**src/rtl/core/zpm_pkg.sv**
```systemverilog
// ----------------------------------------------------------------------------
// zpm_pkg: shared types and helpers for the zone pixel/physical mapper
// Holds the opcodes, register indexes, divider cell payload, divisor set and a saturation helper.
// ----------------------------------------------------------------------------
package zpm_pkg;

   // Opcodes of the request channel.
   localparam logic OP_PIX_TO_PHYS = 1'b0;
   localparam logic OP_PHYS_TO_PIX = 1'b1;

   // Register indexes of the configuration port.
   localparam logic [2:0] REG_PIXEL_LEFT   = 3'd0;
   localparam logic [2:0] REG_PIXEL_TOP    = 3'd1;
   localparam logic [2:0] REG_PIXEL_WIDTH  = 3'd2;
   localparam logic [2:0] REG_PIXEL_HEIGHT = 3'd3;
   localparam logic [2:0] REG_PHYS_LEFT    = 3'd4;
   localparam logic [2:0] REG_PHYS_TOP     = 3'd5;
   localparam logic [2:0] REG_PHYS_WIDTH   = 3'd6;
   localparam logic [2:0] REG_PHYS_HEIGHT  = 3'd7;

   // One quotient bit is resolved in each divider cell.
   localparam int QUOT_BITS = 48;
   localparam int DIV_BITS  = 31;

   // Divisors for both axes and both opcodes.
   typedef struct packed {
      logic [DIV_BITS-1:0] x0;
      logic [DIV_BITS-1:0] x1;
      logic [DIV_BITS-1:0] y0;
      logic [DIV_BITS-1:0] y1;
   } div_set_type;

   // Item state handed from cell to cell.
   typedef struct packed {
      logic                  mode;
      logic                  neg_x;
      logic                  neg_y;
      logic [QUOT_BITS-1:0]  num_x;
      logic [DIV_BITS-1:0]   rem_x;
      logic [QUOT_BITS-1:0]  num_y;
      logic [DIV_BITS-1:0]   rem_y;
      logic                  in_zone;
      logic [31:0]           clamp_x;
      logic [31:0]           clamp_y;
   } cell_data_type;

   // Saturate a wide signed value into the 32-bit signed range.
   function automatic logic [31:0] sat32(input logic signed [50:0] v);
      logic [31:0] r;
      if (v > 51'sd2147483647) begin
         r = 32'h7FFF_FFFF;
      end else if (v < -51'sd2147483648) begin
         r = 32'h8000_0000;
      end else begin
         r = v[31:0];
      end
      return r;
   endfunction

endpackage

```
**src/rtl/core/zpm_div_cell.sv**
```systemverilog
// ----------------------------------------------------------------------------
// zpm_div_cell: one restoring division step for both axes
// Resolves one quotient bit per lane and hands the item to the next cell.
// ----------------------------------------------------------------------------
module zpm_div_cell (
   input  logic                   clock,
   input  logic                   reset,
   input  zpm_pkg::div_set_type   divs,
   input  logic                   in_valid,
   input  zpm_pkg::cell_data_type in_data,
   output logic                   in_ready,
   output logic                   out_valid,
   output zpm_pkg::cell_data_type out_data,
   input  logic                   out_ready
);
   import zpm_pkg::*;

   logic                  valid_ff;
   cell_data_type         data_ff;
   cell_data_type         data_in;
   logic [DIV_BITS-1:0]   div_x;
   logic [DIV_BITS-1:0]   div_y;
   logic [DIV_BITS:0]     trial_x;
   logic [DIV_BITS:0]     trial_y;
   logic                  bit_x;
   logic                  bit_y;

   assign in_ready  = !valid_ff || out_ready;
   assign out_valid = valid_ff;
   assign out_data  = data_ff;

   // Shift in the next numerator bit and subtract when the divisor fits.
   always_comb begin
      div_x   = in_data.mode ? divs.x1 : divs.x0;
      div_y   = in_data.mode ? divs.y1 : divs.y0;
      trial_x = {in_data.rem_x, in_data.num_x[QUOT_BITS-1]};
      trial_y = {in_data.rem_y, in_data.num_y[QUOT_BITS-1]};
      bit_x   = trial_x >= {1'b0, div_x};
      bit_y   = trial_y >= {1'b0, div_y};
      data_in       = in_data;
      data_in.num_x = {in_data.num_x[QUOT_BITS-2:0], bit_x};
      data_in.num_y = {in_data.num_y[QUOT_BITS-2:0], bit_y};
      data_in.rem_x = bit_x ? DIV_BITS'(trial_x - {1'b0, div_x}) : trial_x[DIV_BITS-1:0];
      data_in.rem_y = bit_y ? DIV_BITS'(trial_y - {1'b0, div_y}) : trial_y[DIV_BITS-1:0];
   end

   // Cell register; a transfer in happens whenever the cell can drain.
   always_ff @(posedge clock) begin
      if (reset) begin
         valid_ff <= 1'b0;
      end else if (in_ready) begin
         valid_ff <= in_valid;
      end
   end

   always_ff @(posedge clock) begin
      if (in_ready && in_valid) begin
         data_ff <= data_in;
      end
   end

endmodule

```
**config.mk**
```make
export PLATFORM = sky130hd
export DESIGN_NAME = zpm_div_cell
export DESIGN_NICKNAME = d
export VERILOG_FILES = /design/src/rtl/core/zpm_pkg.sv /design/src/rtl/core/zpm_div_cell.sv
export SDC_FILE = /design/constraint.sdc
export NUM_CORES = 1
export LEC_CHECK = 0
export BUFFER_PORTS_ARGS = -buffer_cell sky130_fd_sc_hd__buf_4
export CAP_MARGIN = 10
export CORE_AREA = 2 2 228 230
export CTS_CLUSTER_SIZE = 14
export DETAILED_ROUTE_END_ITERATION = 10
export DIE_AREA = 0 0 230 232
export PLACE_DENSITY_LB_ADDON = 0.1
export SYNTH_ARGS = -nofsm -noshare
export SYNTH_HDL_FRONTEND = slang
export SYNTH_SLANG_ARGS = --single-unit
```
**constraint.sdc**
```tcl
create_clock -name clock -period 8.1 [get_ports clock]
set_input_delay 1.215 -clock clock [delete_from_list [all_inputs] [get_ports clock]]
set_output_delay 1.215 -clock clock [all_outputs]
set_load 0.01 [all_outputs]
```
==> results.sh <==
export IMPL_outcome="finished clean"
export IMPL_wl_um=45780
export IMPL_synth_avg_cell_area_sq_um=13.81
export IMPL_design_core_area_sq_um=50890
export IMPL_yosysSeqAreaShare_pct=59.53
export IMPL_p_per_area_nw_per_um2=210.4
export IMPL_critPathKind="in -> reg"
export IMPL_finalSetupViolations=0
export IMPL_cts_hold_buf=0
export IMPL_end_kind="flip-flop"
export IMPL_postCtsSetupBuffers=0
export IMPL_postCtsResizedCells=0
export IMPL_dpl_cell_area_sq_um=16590
export IMPL_syn_nets=1246
export IMPL_p_sw_share_pct=26.68
export IMPL_synth_area_leaders="edfxtp_1 (59%), ha_1 (6.8%), mux2_2 (5.7%)"
export IMPL_nets=1841
export IMPL_intPower_w=0.002714
export IMPL_synth_commonest_cells="edfxtp_1 (226), mux2i_1 (65), ha_1 (62)"
export IMPL_grt_pass1_wl_um=64300
export IMPL_r2r_start="out_valid"
export IMPL_use_met1_pct=19.26
export IMPL_cp_start_kind="primary input"
export IMPL_grt_busiest_layer="met2"
export IMPL_power_frac_seq_pct=39.3
export IMPL_fp_dieH_um=232
export IMPL_pwr_share_clk_pct=37.1
export IMPL_dieArea_sq_um=53360
export IMPL_synth_seq_cells=227
export IMPL_hpwl_um=36980
export IMPL_ant_nets=0
export IMPL_tns_ns=0
export IMPL_synth_most_common_cell="edfxtp_1"
export IMPL_met3_usage_pct=6.029
export IMPL_initial_core_util_pct=22.47
export IMPL_first_global_vias=9282
export IMPL_crit_start="in_data[225]"
export IMPL_tritoncts="yes"
export IMPL_worst_pin_slew_ns=1.093
export IMPL_syn2layout_area_growth_pct=53.91
export IMPL_wl_per_cell_um=21.49
export IMPL_drive_gt1_share_pct=48.48
export IMPL_hold_viol_final=0
export IMPL_rsz0062_at_grt="no"
export IMPL_postLayoutCoreUtil_pct=34.58
export IMPL_io_pins=582
export IMPL_period_needed_ns=5.349
export IMPL_synthArstFlopShare_pct=0
export IMPL_combPwrFrac_pct=23.5
export IMPL_grt_use_met2_pct=28.01
export IMPL_fmax_mhz=186.9
export IMPL_drt_iter0_markers=425
export IMPL_synthCells=828
export IMPL_path_clk_slew_ns=0.06
export IMPL_port_buffers=581
export IMPL_ys_flop_type="edfxtp_1"
export IMPL_fin_crit_sh_pct=66.04
export IMPL_clock_latency_ns=0.56
export IMPL_netlist_area_sq_um=11430
export IMPL_min_from="out_valid"
export IMPL_via_per_inst=4.293
export IMPL_cp_required_ns=8.41
export IMPL_root_buffer="clkbuf_16"
export IMPL_max_slew_margin_pct=27.16
export IMPL_cts_made_buffers=29
export IMPL_grt_ovfl_total=0
export IMPL_numClockSinks=227
export IMPL_drv_cap=0
export IMPL_grt_usage_pct=16.32
export IMPL_hp_class="reg -> reg"
export IMPL_yosysTopAreaCell="edfxtp_1"
export IMPL_drt_pass1_iter_count=4
export IMPL_ctsLongestPathBuffers=3
export IMPL_place_gp_congestion=0.8529
export IMPL_pre_cts_slack_ns=2.051
export IMPL_ir_drop_uv=111.0
export IMPL_worstPathArrival_ns=5.66
export IMPL_antenna_found_initial=13
export IMPL_critical_path_peak_fanout=40
export IMPL_die_w_um=230
export IMPL_grt_max_degree=132
export IMPL_synth_top_cell_area_share_pct=59.36
export IMPL_drv_slew=0
export IMPL_leakagePower_nw=7.597
export IMPL_drc=0
export IMPL_htree_levels=1
export IMPL_yosys_warnings=0
export IMPL_setup_slack_ns=2.751
export IMPL_ys_types=61
export IMPL_via_count=9145
export IMPL_hold_ws_ns=0.5293
export IMPL_fin_area_sq_um=17600
export IMPL_switchingPower_w=0.0009876
export IMPL_synth_edf_count=226
export IMPL_rows=83
export IMPL_skew_ns=0.01365
==> worst paths after layout <==
kind / endpoint / slack, ns / depth (start not counted)
setup / recovery: out_data[73] / 2.75 / 14
hold / removal: out_valid / 0.53 / 2
setup reg to reg: out_data[74] / 5.93 / 3
hold reg to reg: out_valid / 0.53 / 2
==> registers in the layout (all words and copies together), names as in the netlist <==
name and count:
out_data 226, out_valid 1
==> cell families after synthesis <==
| logic type | Yosys count | synth area share, % |
|---|---|---|
| compound gates | 171 | 10.01 |
| simple gates | 141 | 5.909 |
| flops | 227 | 59.53 |
| mux | 123 | 11.40 |
| fa+ha+maj | 64 | 7.135 |
| buf+inv | 47 | 1.795 |
| xor+xnor | 55 | 4.213 |
==> cell usage in the layout (no fill, tap or decap), types with 6 or more instances in the layout <==
cell,instances
nand2_1,36
nand4_1,10
clkbuf_1,6
edfxtp_1,226
o21bai_1,7
nand3_1,9
mux2i_1,65
diode_2,6
nor2b_1,11
o21ai_0,28
nor3_1,8
o21a_1,6
xnor2_1,36
buf_4,585
a21oi_1,53
ha_1,62
nor2_1,42
a31oi_1,9
a21o_1,21
clkbuf_16,29
nand2b_1,7
inv_1,25
bufinv_16,6
mux2_2,58
xor2_1,19
==> power by group through the flow <==
| stage | sequential (W) | combinational [W] | clock [W] |
|---|---|---|---|
| after global routing | 0.00147 | 0.000956 | 0.00147 |
| after CTS | 0.00146 | 0.000886 | 0.00143 |
| after floorplan | 0.00154 | 0.000411 | 0 |
| final | 0.00146 | 0.000870 | 0.00137 |
| after global placement | 0.00148 | 0.000884 | 0 |
| after detailed placement | 0.00148 | 0.000881 | 0 |
==> metal layers <==
metal  routed length, um  vias up
met4                 795       14
met5                  88        -
met2               22540      332
li1                    -     4404
met1               18390     4342
met3                3970       53
==> final cells by class <==
type                       instances  area (sq um)
antenna                            6         15.01
clock buffer                      35         748.2
clock inverter                    17         246.5
fill                            5145         33290
inverter                          25         93.84
multi-input combinational        554          4424
sequential                       227          6807
tap                              680         850.8
timing repair buffer             586          4412
==> critical path: stages <==
cell      delay, ns
buf_4          0.53
mux2_2         0.42
ha_1           0.21
fa_1           0.41
nor2b_1        0.13
o21ai_0        0.08
nand2b_1       0.15
a21oi_1        0.18
o31ai_2        0.54
o21ai_1        0.14
nand2_1        0.09
a21o_1         0.84
buf_4          0.35
mux2_2         0.36
==> stage by stage <==
step,total power (W),std cells
global placement,0.002365,2072
global route,0.003893,2126
detailed placement,0.002362,2072
finish,0.003702,2130
CTS,0.003773,2124
floorplan,0.001953,828
Power figures use the tool's default switching activity.
